===== config.mk =====
export PLATFORM = sky130hd
export DESIGN_NAME = task_scheduler_rr_priority
export DESIGN_NICKNAME = d
export VERILOG_FILES = /design/src/hw/rtl/tsrp_pkg.sv /design/src/hw/rtl/task_scheduler_rr_priority.sv /design/src/hw/rtl/tsrp_ram.sv
export SDC_FILE = /design/constraint.sdc
export NUM_CORES = 2
export LEC_CHECK = 0
export BUFFER_PORTS_ARGS = -buffer_cell sky130_fd_sc_hd__buf_2
export CORE_MARGIN = 3
export CORE_UTILIZATION = 40
export DETAILED_ROUTE_END_ITERATION = 8
export SYNTH_ARGS = -nofsm -noshare
export SYNTH_HDL_FRONTEND = slang
export SYNTH_SLANG_ARGS = --single-unit

===== constraint.sdc =====
create_clock -name clk -period 11.9 [get_ports clk]
set_input_delay 0.595 -clock clk [delete_from_list [all_inputs] [get_ports clk]]
set_output_delay 0.595 -clock clk [all_outputs]
set_load 0.05 [all_outputs]

===== src/hw/rtl/tsrp_pkg.sv =====
`default_nettype none

package tsrp_pkg;

    // event codes
    localparam logic [2:0] MODE_CREATE  = 3'd0;
    localparam logic [2:0] MODE_DESTROY = 3'd1;
    localparam logic [2:0] MODE_WAKE    = 3'd2;
    localparam logic [2:0] MODE_YIELD   = 3'd3;
    localparam logic [2:0] MODE_EXIT    = 3'd4;
    localparam logic [2:0] MODE_SLEEP   = 3'd5;
    localparam logic [2:0] MODE_TICK    = 3'd6;

    // result status codes
    localparam logic [1:0] STATUS_DONE     = 2'd0;
    localparam logic [1:0] STATUS_IGNORED  = 2'd1;
    localparam logic [1:0] STATUS_OCCUPIED = 2'd2;

    // task states
    localparam logic [1:0] TS_READY  = 2'd0;
    localparam logic [1:0] TS_RUN    = 2'd1;
    localparam logic [1:0] TS_SLEEP  = 2'd2;
    localparam logic [1:0] TS_ZOMBIE = 2'd3;

    // fixed part of a slot entry
    localparam int PRIO_W = 8;
    localparam int CPU_W  = 32;
    localparam int WAKE_W = 64;

    typedef struct packed {
        logic [2:0]  mode;
        logic [3:0]  task_slot;
        logic [7:0]  task_priority;
        logic [31:0] sleep_ticks;
    } cmd_t;

    typedef struct packed {
        logic [1:0]  status;
        logic [3:0]  running_task;
        logic        running_idle;
        logic        switched;
        logic [63:0] tick_count;
        logic [31:0] switch_count;
        logic [31:0] idle_count;
        logic [31:0] busy_count;
    } result_t;

    typedef enum logic [28:0] {
        S_IDLE = 29'd1 << 0,
        S_DISP = 29'd1 << 1,
        S_RI_A = 29'd1 << 2,
        S_RI_B = 29'd1 << 3,
        S_RI_C = 29'd1 << 4,
        S_RI_D = 29'd1 << 5,
        S_RR_A = 29'd1 << 6,
        S_RR_B = 29'd1 << 7,
        S_RR_C = 29'd1 << 8,
        S_SR_A = 29'd1 << 9,
        S_SR_B = 29'd1 << 10,
        S_SR_C = 29'd1 << 11,
        S_SR_E = 29'd1 << 12,
        S_DS_B = 29'd1 << 13,
        S_WK_B = 29'd1 << 14,
        S_SL_B = 29'd1 << 15,
        S_SL_C = 29'd1 << 16,
        S_TK_A = 29'd1 << 17,
        S_TK_B = 29'd1 << 18,
        S_TK_C = 29'd1 << 19,
        S_TK_D = 29'd1 << 20,
        S_PK_A = 29'd1 << 21,
        S_PK_R = 29'd1 << 22,
        S_PK_B = 29'd1 << 23,
        S_PK_C = 29'd1 << 24,
        S_PK_D = 29'd1 << 25,
        S_UPD  = 29'd1 << 26,
        S_UP_B = 29'd1 << 27,
        S_DONE = 29'd1 << 28
    } state_t;

endpackage

`default_nettype wire


===== src/hw/rtl/task_scheduler_rr_priority.sv =====
`default_nettype none

// a guarded-off event passes from the dispatch state straight to the done state
// a tick walks the sleep list, re-walks it from the front to unlink each due sleeper and, in
// priority mode, scans the ready ring, one table read a step
// throughput: one event at a time, the next start is taken the cycle after done
// reset: control state, flags and counters clear at once; the slot table is not cleared
// and needs no clearing pass, the receiver cannot stall results
module task_scheduler_rr_priority #(
    parameter int NUM_SLOTS = 16
) (
    input  wire logic             clk,
    input  wire logic             rst_n,
    input  wire logic             start,
    output logic                  busy,
    input  wire tsrp_pkg::cmd_t   cmd,
    output logic                  done,
    output tsrp_pkg::result_t     result,
    input  wire logic             psel,
    input  wire logic             penable,
    input  wire logic             pwrite,
    input  wire logic [2:0]       paddr,
    input  wire logic [31:0]      pwdata,
    output logic      [31:0]      prdata,
    output logic                  pready
);

    localparam int SW       = $clog2(NUM_SLOTS);
    localparam int SV       = SW + 1;
    localparam int CPU_LO   = tsrp_pkg::PRIO_W;
    localparam int WAKE_LO  = CPU_LO + tsrp_pkg::CPU_W;
    localparam int NEXT_LO  = WAKE_LO + tsrp_pkg::WAKE_W;
    localparam int PREV_LO  = NEXT_LO + SW;
    localparam int SLINK_LO = PREV_LO + SW;
    localparam int EW       = SLINK_LO + SV;
    localparam logic [SV-1:0] NONE = SV'(NUM_SLOTS);

    tsrp_pkg::state_t state_reg, state_next;
    tsrp_pkg::state_t ri_ret_reg, ri_ret_next, rr_ret_reg, rr_ret_next;
    tsrp_pkg::state_t sr_ret_reg, sr_ret_next;
    tsrp_pkg::cmd_t   cmd_reg, cmd_next;

    logic [1:0]           status_reg, status_next;
    logic                 switched_reg, switched_next;
    logic                 policy_reg;
    logic [NUM_SLOTS-1:0] used_reg, used_next, queued_reg, queued_next;
    logic [1:0]           stat_reg [NUM_SLOTS];
    logic [1:0]           stat_next [NUM_SLOTS];
    logic [SW-1:0]        head_reg, head_next;
    logic                 empty_reg, empty_next;
    logic [SV-1:0]        sfirst_reg, sfirst_next, cur_reg, cur_next;
    logic [63:0]          tick_reg, tick_next;
    logic [31:0]          switch_reg, switch_next, idle_reg, idle_next;
    logic [31:0]          busy_cnt_reg, busy_cnt_next;
    logic [SW-1:0]        sub_reg, sub_next, tail_reg, tail_next;
    logic [SW-1:0]        rn_reg, rn_next, rp_reg, rp_next;
    logic [SV-1:0]        sp_prev_reg, sp_prev_next, sp_cur_reg, sp_cur_next;
    logic [SV-1:0]        sp_k_reg, sp_k_next;
    logic [SV-1:0]        wk_reg, wk_next, wk_nx_reg, wk_nx_next, wk_k_reg, wk_k_next;
    logic [SW-1:0]        best_reg, best_next, pc_reg, pc_next;
    logic [7:0]           bprio_reg, bprio_next;
    logic [31:0]          bcpu_reg, bcpu_next;
    logic [SV-1:0]        pk_k_reg, pk_k_next, pk_reg, pk_next;

    // slot table port
    logic          mem_we, mem_re;
    logic [SW-1:0] mem_waddr, mem_raddr;
    logic [EW-1:0] mem_wmask, mem_wdata, mem_q;

    logic          accept;
    logic          cfg_wr;
    logic          slot_ok, cur_real;
    logic [SW-1:0] slot_ix, cur_ix;

    tsrp_ram #(
        .WIDTH(EW),
        .DEPTH(NUM_SLOTS)
    ) u_table (
        .clk  (clk),
        .we   (mem_we),
        .waddr(mem_waddr),
        .wmask(mem_wmask),
        .wdata(mem_wdata),
        .re   (mem_re),
        .raddr(mem_raddr),
        .rdata(mem_q)
    );

    assign busy     = (state_reg != tsrp_pkg::S_IDLE);
    assign accept   = start && !busy;
    assign done     = (state_reg == tsrp_pkg::S_DONE);
    assign pready   = 1'b1;
    assign cfg_wr   = psel && penable && pwrite && (paddr[2] == 1'b0);
    assign prdata   = (paddr[2] == 1'b0) ? {31'd0, policy_reg} : 32'd0;
    assign slot_ok  = (32'(cmd_reg.task_slot) < NUM_SLOTS);
    assign slot_ix  = SW'(cmd_reg.task_slot);
    assign cur_ix   = cur_reg[SW-1:0];
    assign cur_real = (32'(cur_reg) < NUM_SLOTS) && used_reg[cur_ix];

    // result fields
    always_comb
    begin
        result.status       = status_reg;
        result.running_task = (32'(cur_reg) < NUM_SLOTS) ? 4'(cur_ix) : 4'd0;
        result.running_idle = !(32'(cur_reg) < NUM_SLOTS);
        result.switched     = switched_reg;
        result.tick_count   = tick_reg;
        result.switch_count = switch_reg;
        result.idle_count   = idle_reg;
        result.busy_count   = busy_cnt_reg;
    end

    // sequencer
    always_comb
    begin
        state_next    = state_reg;
        ri_ret_next   = ri_ret_reg;
        rr_ret_next   = rr_ret_reg;
        sr_ret_next   = sr_ret_reg;
        cmd_next      = cmd_reg;
        status_next   = status_reg;
        switched_next = switched_reg;
        used_next     = used_reg;
        queued_next   = queued_reg;
        stat_next     = stat_reg;
        head_next     = head_reg;
        empty_next    = empty_reg;
        sfirst_next   = sfirst_reg;
        cur_next      = cur_reg;
        tick_next     = tick_reg;
        switch_next   = switch_reg;
        idle_next     = idle_reg;
        busy_cnt_next = busy_cnt_reg;
        sub_next      = sub_reg;
        tail_next     = tail_reg;
        rn_next       = rn_reg;
        rp_next       = rp_reg;
        sp_prev_next  = sp_prev_reg;
        sp_cur_next   = sp_cur_reg;
        sp_k_next     = sp_k_reg;
        wk_next       = wk_reg;
        wk_nx_next    = wk_nx_reg;
        wk_k_next     = wk_k_reg;
        best_next     = best_reg;
        pc_next       = pc_reg;
        bprio_next    = bprio_reg;
        bcpu_next     = bcpu_reg;
        pk_k_next     = pk_k_reg;
        pk_next       = pk_reg;
        mem_we        = 1'b0;
        mem_re        = 1'b0;
        mem_waddr     = '0;
        mem_raddr     = '0;
        mem_wmask     = '0;
        mem_wdata     = '0;

        case (state_reg)
            tsrp_pkg::S_IDLE:
            begin
                if (accept)
                begin
                    cmd_next   = cmd;
                    state_next = tsrp_pkg::S_DISP;
                end
            end

            // guard checks and first step of each event
            tsrp_pkg::S_DISP:
            begin
                status_next   = tsrp_pkg::STATUS_DONE;
                switched_next = 1'b0;
                state_next    = tsrp_pkg::S_DONE;
                case (cmd_reg.mode)
                    tsrp_pkg::MODE_CREATE:
                    begin
                        if (!slot_ok)
                        begin
                            status_next = tsrp_pkg::STATUS_IGNORED;
                        end
                        else if (used_reg[slot_ix])
                        begin
                            status_next = tsrp_pkg::STATUS_OCCUPIED;
                        end
                        else
                        begin
                            used_next[slot_ix]   = 1'b1;
                            stat_next[slot_ix]   = tsrp_pkg::TS_READY;
                            queued_next[slot_ix] = 1'b0;
                            mem_we    = 1'b1;
                            mem_waddr = slot_ix;
                            mem_wdata[0 +: tsrp_pkg::PRIO_W]       = cmd_reg.task_priority;
                            mem_wmask[0 +: tsrp_pkg::PRIO_W]       = '1;
                            mem_wmask[CPU_LO +: tsrp_pkg::CPU_W]   = '1;
                            mem_wdata[SLINK_LO +: SV]              = NONE;
                            mem_wmask[SLINK_LO +: SV]              = '1;
                            sub_next    = slot_ix;
                            ri_ret_next = tsrp_pkg::S_DONE;
                            state_next  = tsrp_pkg::S_RI_A;
                        end
                    end
                    tsrp_pkg::MODE_DESTROY:
                    begin
                        if (!slot_ok || !used_reg[slot_ix])
                        begin
                            status_next = tsrp_pkg::STATUS_IGNORED;
                        end
                        else
                        begin
                            sub_next    = slot_ix;
                            rr_ret_next = tsrp_pkg::S_DS_B;
                            state_next  = tsrp_pkg::S_RR_A;
                        end
                    end
                    tsrp_pkg::MODE_WAKE:
                    begin
                        if (!slot_ok || !used_reg[slot_ix] ||
                            stat_reg[slot_ix] != tsrp_pkg::TS_SLEEP)
                        begin
                            status_next = tsrp_pkg::STATUS_IGNORED;
                        end
                        else
                        begin
                            sub_next    = slot_ix;
                            sr_ret_next = tsrp_pkg::S_WK_B;
                            state_next  = tsrp_pkg::S_SR_A;
                        end
                    end
                    tsrp_pkg::MODE_YIELD:
                    begin
                        if (!cur_real || stat_reg[cur_ix] == tsrp_pkg::TS_ZOMBIE)
                        begin
                            status_next = tsrp_pkg::STATUS_IGNORED;
                        end
                        else
                        begin
                            stat_next[cur_ix] = tsrp_pkg::TS_READY;
                            sub_next    = cur_ix;
                            ri_ret_next = tsrp_pkg::S_DONE;
                            state_next  = tsrp_pkg::S_RI_A;
                        end
                    end
                    tsrp_pkg::MODE_EXIT:
                    begin
                        if (!cur_real)
                        begin
                            status_next = tsrp_pkg::STATUS_IGNORED;
                        end
                        else
                        begin
                            stat_next[cur_ix] = tsrp_pkg::TS_ZOMBIE;
                            sub_next    = cur_ix;
                            rr_ret_next = tsrp_pkg::S_DONE;
                            state_next  = tsrp_pkg::S_RR_A;
                        end
                    end
                    tsrp_pkg::MODE_SLEEP:
                    begin
                        if (!cur_real || stat_reg[cur_ix] == tsrp_pkg::TS_ZOMBIE)
                        begin
                            status_next = tsrp_pkg::STATUS_IGNORED;
                        end
                        else
                        begin
                            sub_next    = cur_ix;
                            rr_ret_next = tsrp_pkg::S_SL_B;
                            state_next  = tsrp_pkg::S_RR_A;
                        end
                    end
                    tsrp_pkg::MODE_TICK:
                    begin
                        tick_next  = tick_reg + 64'd1;
                        wk_next    = sfirst_reg;
                        wk_k_next  = '0;
                        state_next = tsrp_pkg::S_TK_A;
                    end
                    default:
                    begin
                        status_next = tsrp_pkg::STATUS_IGNORED;
                    end
                endcase
            end

            // ring insert at the tail
            tsrp_pkg::S_RI_A:
            begin
                if (queued_reg[sub_reg])
                begin
                    state_next = ri_ret_reg;
                end
                else
                begin
                    queued_next[sub_reg] = 1'b1;
                    if (empty_reg)
                    begin
                        mem_we    = 1'b1;
                        mem_waddr = sub_reg;
                        mem_wdata[NEXT_LO +: SW] = sub_reg;
                        mem_wmask[NEXT_LO +: SW] = '1;
                        mem_wdata[PREV_LO +: SW] = sub_reg;
                        mem_wmask[PREV_LO +: SW] = '1;
                        head_next  = sub_reg;
                        empty_next = 1'b0;
                        state_next = ri_ret_reg;
                    end
                    else
                    begin
                        mem_re     = 1'b1;
                        mem_raddr  = head_reg;
                        state_next = tsrp_pkg::S_RI_B;
                    end
                end
            end
            tsrp_pkg::S_RI_B:
            begin
                tail_next = mem_q[PREV_LO +: SW];
                mem_we    = 1'b1;
                mem_waddr = sub_reg;
                mem_wdata[NEXT_LO +: SW] = head_reg;
                mem_wmask[NEXT_LO +: SW] = '1;
                mem_wdata[PREV_LO +: SW] = mem_q[PREV_LO +: SW];
                mem_wmask[PREV_LO +: SW] = '1;
                state_next = tsrp_pkg::S_RI_C;
            end
            tsrp_pkg::S_RI_C:
            begin
                mem_we    = 1'b1;
                mem_waddr = tail_reg;
                mem_wdata[NEXT_LO +: SW] = sub_reg;
                mem_wmask[NEXT_LO +: SW] = '1;
                state_next = tsrp_pkg::S_RI_D;
            end
            tsrp_pkg::S_RI_D:
            begin
                mem_we    = 1'b1;
                mem_waddr = head_reg;
                mem_wdata[PREV_LO +: SW] = sub_reg;
                mem_wmask[PREV_LO +: SW] = '1;
                state_next = ri_ret_reg;
            end

            // ring remove
            tsrp_pkg::S_RR_A:
            begin
                if (!queued_reg[sub_reg])
                begin
                    state_next = rr_ret_reg;
                end
                else
                begin
                    queued_next[sub_reg] = 1'b0;
                    mem_re     = 1'b1;
                    mem_raddr  = sub_reg;
                    state_next = tsrp_pkg::S_RR_B;
                end
            end
            tsrp_pkg::S_RR_B:
            begin
                rn_next = mem_q[NEXT_LO +: SW];
                rp_next = mem_q[PREV_LO +: SW];
                if (mem_q[NEXT_LO +: SW] == sub_reg)
                begin
                    empty_next = 1'b1;
                    head_next  = '0;
                    state_next = rr_ret_reg;
                end
                else
                begin
                    mem_we    = 1'b1;
                    mem_waddr = mem_q[PREV_LO +: SW];
                    mem_wdata[NEXT_LO +: SW] = mem_q[NEXT_LO +: SW];
                    mem_wmask[NEXT_LO +: SW] = '1;
                    state_next = tsrp_pkg::S_RR_C;
                end
            end
            tsrp_pkg::S_RR_C:
            begin
                mem_we    = 1'b1;
                mem_waddr = rn_reg;
                mem_wdata[PREV_LO +: SW] = rp_reg;
                mem_wmask[PREV_LO +: SW] = '1;
                if (head_reg == sub_reg)
                begin
                    head_next = rn_reg;
                end
                state_next = rr_ret_reg;
            end

            // sleep list unlink
            tsrp_pkg::S_SR_A:
            begin
                sp_prev_next = NONE;
                sp_cur_next  = sfirst_reg;
                sp_k_next    = '0;
                state_next   = tsrp_pkg::S_SR_B;
            end
            tsrp_pkg::S_SR_B:
            begin
                if ((32'(sp_k_reg) < NUM_SLOTS) && (32'(sp_cur_reg) < NUM_SLOTS))
                begin
                    mem_re     = 1'b1;
                    mem_raddr  = sp_cur_reg[SW-1:0];
                    state_next = tsrp_pkg::S_SR_C;
                end
                else
                begin
                    state_next = tsrp_pkg::S_SR_E;
                end
            end
            tsrp_pkg::S_SR_C:
            begin
                if (sp_cur_reg == {1'b0, sub_reg})
                begin
                    if (32'(sp_prev_reg) < NUM_SLOTS)
                    begin
                        mem_we    = 1'b1;
                        mem_waddr = sp_prev_reg[SW-1:0];
                        mem_wdata[SLINK_LO +: SV] = mem_q[SLINK_LO +: SV];
                        mem_wmask[SLINK_LO +: SV] = '1;
                    end
                    else
                    begin
                        sfirst_next = mem_q[SLINK_LO +: SV];
                    end
                    state_next = tsrp_pkg::S_SR_E;
                end
                else
                begin
                    sp_prev_next = sp_cur_reg;
                    sp_cur_next  = mem_q[SLINK_LO +: SV];
                    sp_k_next    = sp_k_reg + 1'b1;
                    state_next   = tsrp_pkg::S_SR_B;
                end
            end
            tsrp_pkg::S_SR_E:
            begin
                mem_we    = 1'b1;
                mem_waddr = sub_reg;
                mem_wdata[SLINK_LO +: SV] = NONE;
                mem_wmask[SLINK_LO +: SV] = '1;
                state_next = sr_ret_reg;
            end

            // destroy tail
            tsrp_pkg::S_DS_B:
            begin
                used_next[sub_reg] = 1'b0;
                stat_next[sub_reg] = tsrp_pkg::TS_READY;
                sr_ret_next = tsrp_pkg::S_DONE;
                state_next  = tsrp_pkg::S_SR_A;
            end

            // wake tail
            tsrp_pkg::S_WK_B:
            begin
                if (!queued_reg[sub_reg])
                begin
                    stat_next[sub_reg] = tsrp_pkg::TS_READY;
                    ri_ret_next = tsrp_pkg::S_DONE;
                    state_next  = tsrp_pkg::S_RI_A;
                end
                else
                begin
                    state_next = tsrp_pkg::S_DONE;
                end
            end

            // sleep: wake time then push to the front
            tsrp_pkg::S_SL_B:
            begin
                stat_next[sub_reg] = tsrp_pkg::TS_SLEEP;
                mem_we    = 1'b1;
                mem_waddr = sub_reg;
                mem_wdata[WAKE_LO +: tsrp_pkg::WAKE_W] = tick_reg + 64'(cmd_reg.sleep_ticks);
                mem_wmask[WAKE_LO +: tsrp_pkg::WAKE_W] = '1;
                sr_ret_next = tsrp_pkg::S_SL_C;
                state_next  = tsrp_pkg::S_SR_A;
            end
            tsrp_pkg::S_SL_C:
            begin
                mem_we    = 1'b1;
                mem_waddr = sub_reg;
                mem_wdata[SLINK_LO +: SV] = sfirst_reg;
                mem_wmask[SLINK_LO +: SV] = '1;
                sfirst_next = {1'b0, sub_reg};
                state_next  = tsrp_pkg::S_DONE;
            end

            // tick: walk the sleep list
            tsrp_pkg::S_TK_A:
            begin
                if ((32'(wk_k_reg) < NUM_SLOTS) && (32'(wk_reg) < NUM_SLOTS))
                begin
                    mem_re     = 1'b1;
                    mem_raddr  = wk_reg[SW-1:0];
                    state_next = tsrp_pkg::S_TK_B;
                end
                else
                begin
                    state_next = tsrp_pkg::S_PK_A;
                end
            end
            tsrp_pkg::S_TK_B:
            begin
                wk_nx_next = mem_q[SLINK_LO +: SV];
                if ((mem_q[WAKE_LO +: tsrp_pkg::WAKE_W] <= tick_reg) &&
                    (stat_reg[wk_reg[SW-1:0]] == tsrp_pkg::TS_SLEEP))
                begin
                    sub_next    = wk_reg[SW-1:0];
                    sr_ret_next = tsrp_pkg::S_TK_C;
                    state_next  = tsrp_pkg::S_SR_A;
                end
                else
                begin
                    wk_next    = mem_q[SLINK_LO +: SV];
                    wk_k_next  = wk_k_reg + 1'b1;
                    state_next = tsrp_pkg::S_TK_A;
                end
            end
            tsrp_pkg::S_TK_C:
            begin
                if (!queued_reg[sub_reg])
                begin
                    stat_next[sub_reg] = tsrp_pkg::TS_READY;
                    ri_ret_next = tsrp_pkg::S_TK_D;
                    state_next  = tsrp_pkg::S_RI_A;
                end
                else
                begin
                    state_next = tsrp_pkg::S_TK_D;
                end
            end
            tsrp_pkg::S_TK_D:
            begin
                wk_next    = wk_nx_reg;
                wk_k_next  = wk_k_reg + 1'b1;
                state_next = tsrp_pkg::S_TK_A;
            end

            // tick: pick the next task
            tsrp_pkg::S_PK_A:
            begin
                if (empty_reg)
                begin
                    pk_next    = NONE;
                    state_next = tsrp_pkg::S_UPD;
                end
                else
                begin
                    mem_re     = 1'b1;
                    mem_raddr  = head_reg;
                    state_next = policy_reg ? tsrp_pkg::S_PK_B : tsrp_pkg::S_PK_R;
                end
            end
            tsrp_pkg::S_PK_R:
            begin
                pk_next    = {1'b0, head_reg};
                head_next  = mem_q[NEXT_LO +: SW];
                state_next = tsrp_pkg::S_UPD;
            end
            tsrp_pkg::S_PK_B:
            begin
                best_next  = head_reg;
                bprio_next = mem_q[0 +: tsrp_pkg::PRIO_W];
                bcpu_next  = mem_q[CPU_LO +: tsrp_pkg::CPU_W];
                pc_next    = mem_q[NEXT_LO +: SW];
                pk_k_next  = '0;
                state_next = tsrp_pkg::S_PK_C;
            end
            tsrp_pkg::S_PK_C:
            begin
                if ((32'(pk_k_reg) < NUM_SLOTS) && (pc_reg != head_reg))
                begin
                    mem_re     = 1'b1;
                    mem_raddr  = pc_reg;
                    state_next = tsrp_pkg::S_PK_D;
                end
                else
                begin
                    pk_next    = {1'b0, best_reg};
                    state_next = tsrp_pkg::S_UPD;
                end
            end
            tsrp_pkg::S_PK_D:
            begin
                if ((mem_q[0 +: tsrp_pkg::PRIO_W] > bprio_reg) ||
                    ((mem_q[0 +: tsrp_pkg::PRIO_W] == bprio_reg) &&
                     (mem_q[CPU_LO +: tsrp_pkg::CPU_W] < bcpu_reg)))
                begin
                    best_next  = pc_reg;
                    bprio_next = mem_q[0 +: tsrp_pkg::PRIO_W];
                    bcpu_next  = mem_q[CPU_LO +: tsrp_pkg::CPU_W];
                end
                pc_next    = mem_q[NEXT_LO +: SW];
                pk_k_next  = pk_k_reg + 1'b1;
                state_next = tsrp_pkg::S_PK_C;
            end

            // tick: accounting
            tsrp_pkg::S_UPD:
            begin
                cur_next      = pk_reg;
                switched_next = (cur_reg != pk_reg);
                if (cur_reg != pk_reg)
                begin
                    switch_next = switch_reg + 32'd1;
                end
                if (32'(pk_reg) < NUM_SLOTS)
                begin
                    busy_cnt_next = busy_cnt_reg + 32'd1;
                    mem_re        = 1'b1;
                    mem_raddr     = pk_reg[SW-1:0];
                    state_next    = tsrp_pkg::S_UP_B;
                end
                else
                begin
                    idle_next  = idle_reg + 32'd1;
                    state_next = tsrp_pkg::S_DONE;
                end
            end
            tsrp_pkg::S_UP_B:
            begin
                mem_we    = 1'b1;
                mem_waddr = pk_reg[SW-1:0];
                mem_wdata[CPU_LO +: tsrp_pkg::CPU_W] = mem_q[CPU_LO +: tsrp_pkg::CPU_W] + 32'd1;
                mem_wmask[CPU_LO +: tsrp_pkg::CPU_W] = '1;
                stat_next[pk_reg[SW-1:0]] = tsrp_pkg::TS_READY;
                sub_next    = pk_reg[SW-1:0];
                ri_ret_next = tsrp_pkg::S_DONE;
                state_next  = tsrp_pkg::S_RI_A;
            end

            tsrp_pkg::S_DONE:
            begin
                state_next = tsrp_pkg::S_IDLE;
            end

            default:
            begin
                state_next = tsrp_pkg::S_IDLE;
            end
        endcase
    end

    // state registers
    always_ff @(posedge clk or negedge rst_n)
    begin
        if (!rst_n)
        begin
            state_reg    <= tsrp_pkg::S_IDLE;
            ri_ret_reg   <= tsrp_pkg::S_IDLE;
            rr_ret_reg   <= tsrp_pkg::S_IDLE;
            sr_ret_reg   <= tsrp_pkg::S_IDLE;
            status_reg   <= tsrp_pkg::STATUS_DONE;
            switched_reg <= 1'b0;
            policy_reg   <= 1'b0;
            used_reg     <= '0;
            queued_reg   <= '0;
            for (int i = 0; i < NUM_SLOTS; i++)
            begin
                stat_reg[i] <= tsrp_pkg::TS_READY;
            end
            head_reg     <= '0;
            empty_reg    <= 1'b1;
            sfirst_reg   <= NONE;
            cur_reg      <= NONE;
            tick_reg     <= '0;
            switch_reg   <= '0;
            idle_reg     <= '0;
            busy_cnt_reg <= '0;
        end
        else
        begin
            state_reg    <= state_next;
            ri_ret_reg   <= ri_ret_next;
            rr_ret_reg   <= rr_ret_next;
            sr_ret_reg   <= sr_ret_next;
            status_reg   <= status_next;
            switched_reg <= switched_next;
            if (cfg_wr)
            begin
                policy_reg <= pwdata[0];
            end
            used_reg     <= used_next;
            queued_reg   <= queued_next;
            stat_reg     <= stat_next;
            head_reg     <= head_next;
            empty_reg    <= empty_next;
            sfirst_reg   <= sfirst_next;
            cur_reg      <= cur_next;
            tick_reg     <= tick_next;
            switch_reg   <= switch_next;
            idle_reg     <= idle_next;
            busy_cnt_reg <= busy_cnt_next;
        end
    end

    // working registers
    always_ff @(posedge clk)
    begin
        cmd_reg     <= cmd_next;
        sub_reg     <= sub_next;
        tail_reg    <= tail_next;
        rn_reg      <= rn_next;
        rp_reg      <= rp_next;
        sp_prev_reg <= sp_prev_next;
        sp_cur_reg  <= sp_cur_next;
        sp_k_reg    <= sp_k_next;
        wk_reg      <= wk_next;
        wk_nx_reg   <= wk_nx_next;
        wk_k_reg    <= wk_k_next;
        best_reg    <= best_next;
        pc_reg      <= pc_next;
        bprio_reg   <= bprio_next;
        bcpu_reg    <= bcpu_next;
        pk_k_reg    <= pk_k_next;
        pk_reg      <= pk_next;
    end

`ifndef ASSERT_OFF
    a_state_onehot: assert property (@(posedge clk) disable iff (!rst_n)
        $onehot(state_reg))
        else $error("sequencer state not one-hot");

    a_accept_busy: assert property (@(posedge clk) disable iff (!rst_n)
        accept |=> busy)
        else $error("accepted event did not start work");

    a_done_idle: assert property (@(posedge clk) disable iff (!rst_n)
        done |=> !busy)
        else $error("result transfer not followed by idle");

    a_empty_ring: assert property (@(posedge clk) disable iff (!rst_n)
        (empty_reg && !busy) |-> (queued_reg == '0))
        else $error("empty ring with queued slots");
`endif

endmodule

`default_nettype wire


===== src/hw/rtl/tsrp_ram.sv =====
`default_nettype none

module tsrp_ram #(
    parameter int WIDTH = 8,
    parameter int DEPTH = 16
) (
    input  wire logic                     clk,
    input  wire logic                     we,
    input  wire logic [$clog2(DEPTH)-1:0] waddr,
    input  wire logic [WIDTH-1:0]         wmask,
    input  wire logic [WIDTH-1:0]         wdata,
    input  wire logic                     re,
    input  wire logic [$clog2(DEPTH)-1:0] raddr,
    output logic      [WIDTH-1:0]         rdata
);

    logic [WIDTH-1:0] mem [DEPTH];

    // masked write port
    always_ff @(posedge clk)
    begin
        if (we)
        begin
            mem[waddr] <= (mem[waddr] & ~wmask) | (wdata & wmask);
        end
    end

    // registered read port
    always_ff @(posedge clk)
    begin
        if (re)
        begin
            rdata <= mem[raddr];
        end
    end

endmodule

`default_nettype wire


==> results <==
- The flow ran to the end, and the final reports show no timing, DRC or antenna violations.
- In this run the power spent charging and discharging nets is 4570 µW.
- The dominant cell type by area after synthesis is sky130_fd_sc_hd__edfxtp_1.
- The total overflow reported by the global router is 0.
- The summed instance area of the synthesized netlist is 117000 µm².
- The area growth from synthesis to layout is 12.6%.
- Of all nets on the critical path, the largest fanout is 46.
- The post-layout total power is 19400 µW.
- In this run, synthesis inferred 2140 flip-flops with an integrated enable.
- In this design, the stage delay of the slowest critical-path cell is 1.05 ns.
- A synthesized cell averages about 13 µm².
- The number of flip-flops in the largest register is 1872.
- The number of antenna violations at the first check in global routing is 4.
- The worst clock skew is ~0.085 ns.
- The most frequent standard cell in the layout excluding fill and tap cells is sky130_fd_sc_hd__edfxtp_1.
- The via count of the first global-routing pass is 81900.
- The first routing iteration left 10900 violations.
- The total placed instance area is 123000 µm².
- The count of final max-slew check failures was 0.
- The number of hold violations in the final report is 0.
- The routed design could run at a clock period as short as just under 8 ns.
- The worst setup path is launched from a flop.
- After synthesis the netlist holds a flip-flop and latch count of approximately 2400.
- For the pin with the worst max-slew slack, the measured transition is 1.34 ns.
- The post-detailed-route count of antenna-violating nets is 0.
- The type of the tightest min-delay check is primary input to flop.
- Dividing the detail-routed via count by the number of cells gives about 6.2.
- Among all stages on the critical path, the largest delay is contributed by sky130_fd_sc_hd__nor4_2.
- After synthesis, the share of flip-flops with an asynchronous set or reset is 11.7%.
- The via count of the routed design is about 83000.
- The final cell area excluding filler cells is 132000 µm².
- Synthesis produced a netlist whose cell count is 9114.
- Setup violations remaining at the end of the flow were counted as 0.
- The number of H-tree branching levels is 5.
- The pre-antenna-repair detailed-routing pass consisted of 8 iterations.
- For the worst-skew pair, the clock arrives at the later sink with an insertion delay of 0.95 ns.
- The power share of the sequential group is 49.5%.
- Summing all multi-input logic gate instances after layout gives 43100 µm².
- The number of gates resized after cts is 0.
- The clock transition time at the flip-flop clock pins of the worst setup and hold paths is 0.06 ns.
- For this run, the top clock speed supported by timing is about 130 MHz.
- The total of fill cells in the finished design is 25800.
- The leakage power of the design is between 0.04 and 0.05 µW.
- The max-cap check violation count is 0.
- The count of cell types in the netlist is approximately 100.
- The average wire length per cell after detail routing is 28.9 µm.
- The internal power of the cells is 14900 µW.
- Setup repair after global routing left no endpoint under its margin.
- Net switching is 23.5% of the power.
- In this run the horizontal extent of the chip is 547 µm.
- The die covers about 300000 µm².
- For the final routed database, the setup TNS stands at 0 ns.
- In the layout the commonest cells are sky130_fd_sc_hd__edfxtp_1, sky130_fd_sc_hd__nand2_1, sky130_fd_sc_hd__a21oi_1.
- The initial core utilization is about two fifths.
- The clock sink total is between 2000 and 2500.
- The number of hold buffers added after CTS was 50.
- The worst-case IR drop observed on VDD is 0.000113 V.
- The critical path capture point type is a flop.
- The post-route core utilization is 45.3%.
- In this run, CTS created clock tree buffers numbering between 200 and 300.
- The post-CTS setup-driven buffer insertion count is 0.
- The HPWL reported at the end of detailed placement is roughly 220000 µm.
- Entering global routing, the biggest net connects 164 pins.
- The critical path arrival is 8.32 ns.
- In the final layout, the share of cells above drive strength 1 is 14.8%.
- The first global-routing pass estimated roughly 560000 µm of wire.
- The final wirelength is 387000 µm.
- The core region is 291000 µm².
- The number of placement rows is 198.
- The signal on the critical path passes through nor4_4 -> nand4_1 -> nor4_2 -> a311oi_1 -> nand2_2 -> a221o_4 -> buf_4 -> nand2_4 -> buf_4 -> o22ai_1 -> or4_1 -> a21oi_1 -> a21oi_1.
- Power spread over the standard cell area amounts to 147 nW/µm².
- The clock tree from TritonCTS is built.
- The area share of the largest cell type after synthesis is a little over half.
- The number of synthesis warnings is 0.
- The top-level I/O count is between 200 and 300.
- The routability-driven placement congestion ratio is 0.896.
- The cell class contributing the biggest share of worst-path delay is simple AND/OR/NAND/NOR gates.
- The number of buffers and inverters on the critical path is 2.
- For this run, the leading register cell type out of synthesis is sky130_fd_sc_hd__edfxtp_1.
- The fraction of power consumed by the clock network is 43.2%.
- The residual DRC count is 0.
- The final critical-path share of the clock period is 65.1%.
- The tree is rooted in a sky130_fd_sc_hd__clkbuf_16.
- The post-synthesis sequential area ratio is 60.9%.
- The tightest slew margin relative to the limit is around 10%.
- For the worst setup path, the data required time is roughly 12 ns.
- The overall die height is 547 µm.
- The part of the power in combinational logic is between 7 and 8%.
- In the final design database the tool counted 9528 nets.
- The path type of the worst setup path is flop to flop.
- Input and output buffers added on the ports amount to 225.
- Sorting the synthesized cells by area gives the leading types as sky130_fd_sc_hd__edfxtp_1, sky130_fd_sc_hd__mux4_2, sky130_fd_sc_hd__dfrtp_1, sky130_fd_sc_hd__nand2_1, sky130_fd_sc_hd__mux2i_1.
- The clock tree buffer depth is 4.
- The sequential cells in the finished layout cover a total of 71400 µm².
- Global routing used 25.0% of the available tracks across all layers.
## layer usage
| layer | share of wire, % | vias up | global-route usage [%] |
|---|---|---|---|
| li1 | - | 35100 | - |
| met4 | 4.5 | 4 | 10.4 |
| met5 | 0.0072 | - | 0 |
| met2 | 47 | 5041 | 40.1 |
| met3 | 10 | 904 | 4.74 |
| met1 | 39 | 42400 | 33.4 |
## metrics by stage
step | cells | hold slack, ns | setup WS [ns]
floorplan | 9144 | 0.299 | 0.230
global placement | 12900 | 0.446 | 4.56
detailed placement | 12900 | 0.452 | 4.35
CTS | 13400 | 0.0607 | 4.34
global route | 13400 | 0.0950 | 3.88
finish | 13400 | 0.107 | 4.15
## tightest hold or removal path: stages
cell	delay [ns]
sky130_fd_sc_hd__buf_2	0.10
sky130_fd_sc_hd__nand4b_1	0.08
sky130_fd_sc_hd__mux2_2	0.17
## Yosys cell counts (162+ instances only)
| cell | number |
|---|---|
| sky130_fd_sc_hd__a21oi_1 | 676 |
| sky130_fd_sc_hd__buf_2 | 163 |
| sky130_fd_sc_hd__clkbuf_1 | 313 |
| sky130_fd_sc_hd__dfrtp_1 | 277 |
| sky130_fd_sc_hd__edfxtp_1 | 2140 |
| sky130_fd_sc_hd__mux2i_1 | 370 |
| sky130_fd_sc_hd__mux4_2 | 444 |
| sky130_fd_sc_hd__nand2_1 | 1752 |
| sky130_fd_sc_hd__nand3_1 | 372 |
| sky130_fd_sc_hd__nor2_1 | 274 |
| sky130_fd_sc_hd__o21ai_0 | 174 |
| sky130_fd_sc_hd__o22ai_1 | 162 |
| sky130_fd_sc_hd__xnor2_1 | 212 |
## cells by family after synthesis
logic type | after synthesis | synth area share, %
AND/OR/NAND/NOR | 3035 | 11.7
flip-flops | 2424 | 60.9
AO/OA/AOI/OAI | 1618 | 8.75
multiplexers | 866 | 12.2
buffers and inverters | 751 | 2.86
XOR/XNOR | 274 | 2.05
adder cells (fa/ha/maj) | 144 | 1.54
other | 2 | 0.00641
## final timing paths
check                          startpoint                  to  slack (ns)  depth (start not counted)
min reg2reg                switch_reg[31]      switch_reg[31]        0.46                          1
max in group asynchronous           rst_n         tick_reg[4]        8.88                          5
max                          state_reg[9]  u_table.mem[5][58]        4.15                         13
max reg2reg                  state_reg[9]  u_table.mem[5][58]        4.15                         13
min in group asynchronous           rst_n    busy_cnt_reg[26]        0.27                          2
min                               penable          policy_reg        0.11                          3
## power groups by stage
stage	clock [µW]	sequential [µW]	combinational (µW)
global placement	0	9790	1360
CTS	8500	9620	1410
detailed placement	0	9790	1400
floorplan	0	9740	897
global route	8850	9620	1520
finish	8400	9620	1420
## final cells by class
cell class | count | share of cell area (%)
antenna | 4 | 0.00758
clock buffer | 372 | 5.82
clock inverter | 105 | 0.799
inverter | 151 | 0.429
multi-input combinational | 5969 | 32.6
sequential | 2424 | 54.1
tap | 3900 | 3.70
timing repair buffer | 470 | 2.56
(Power assumes the default switching activity.)
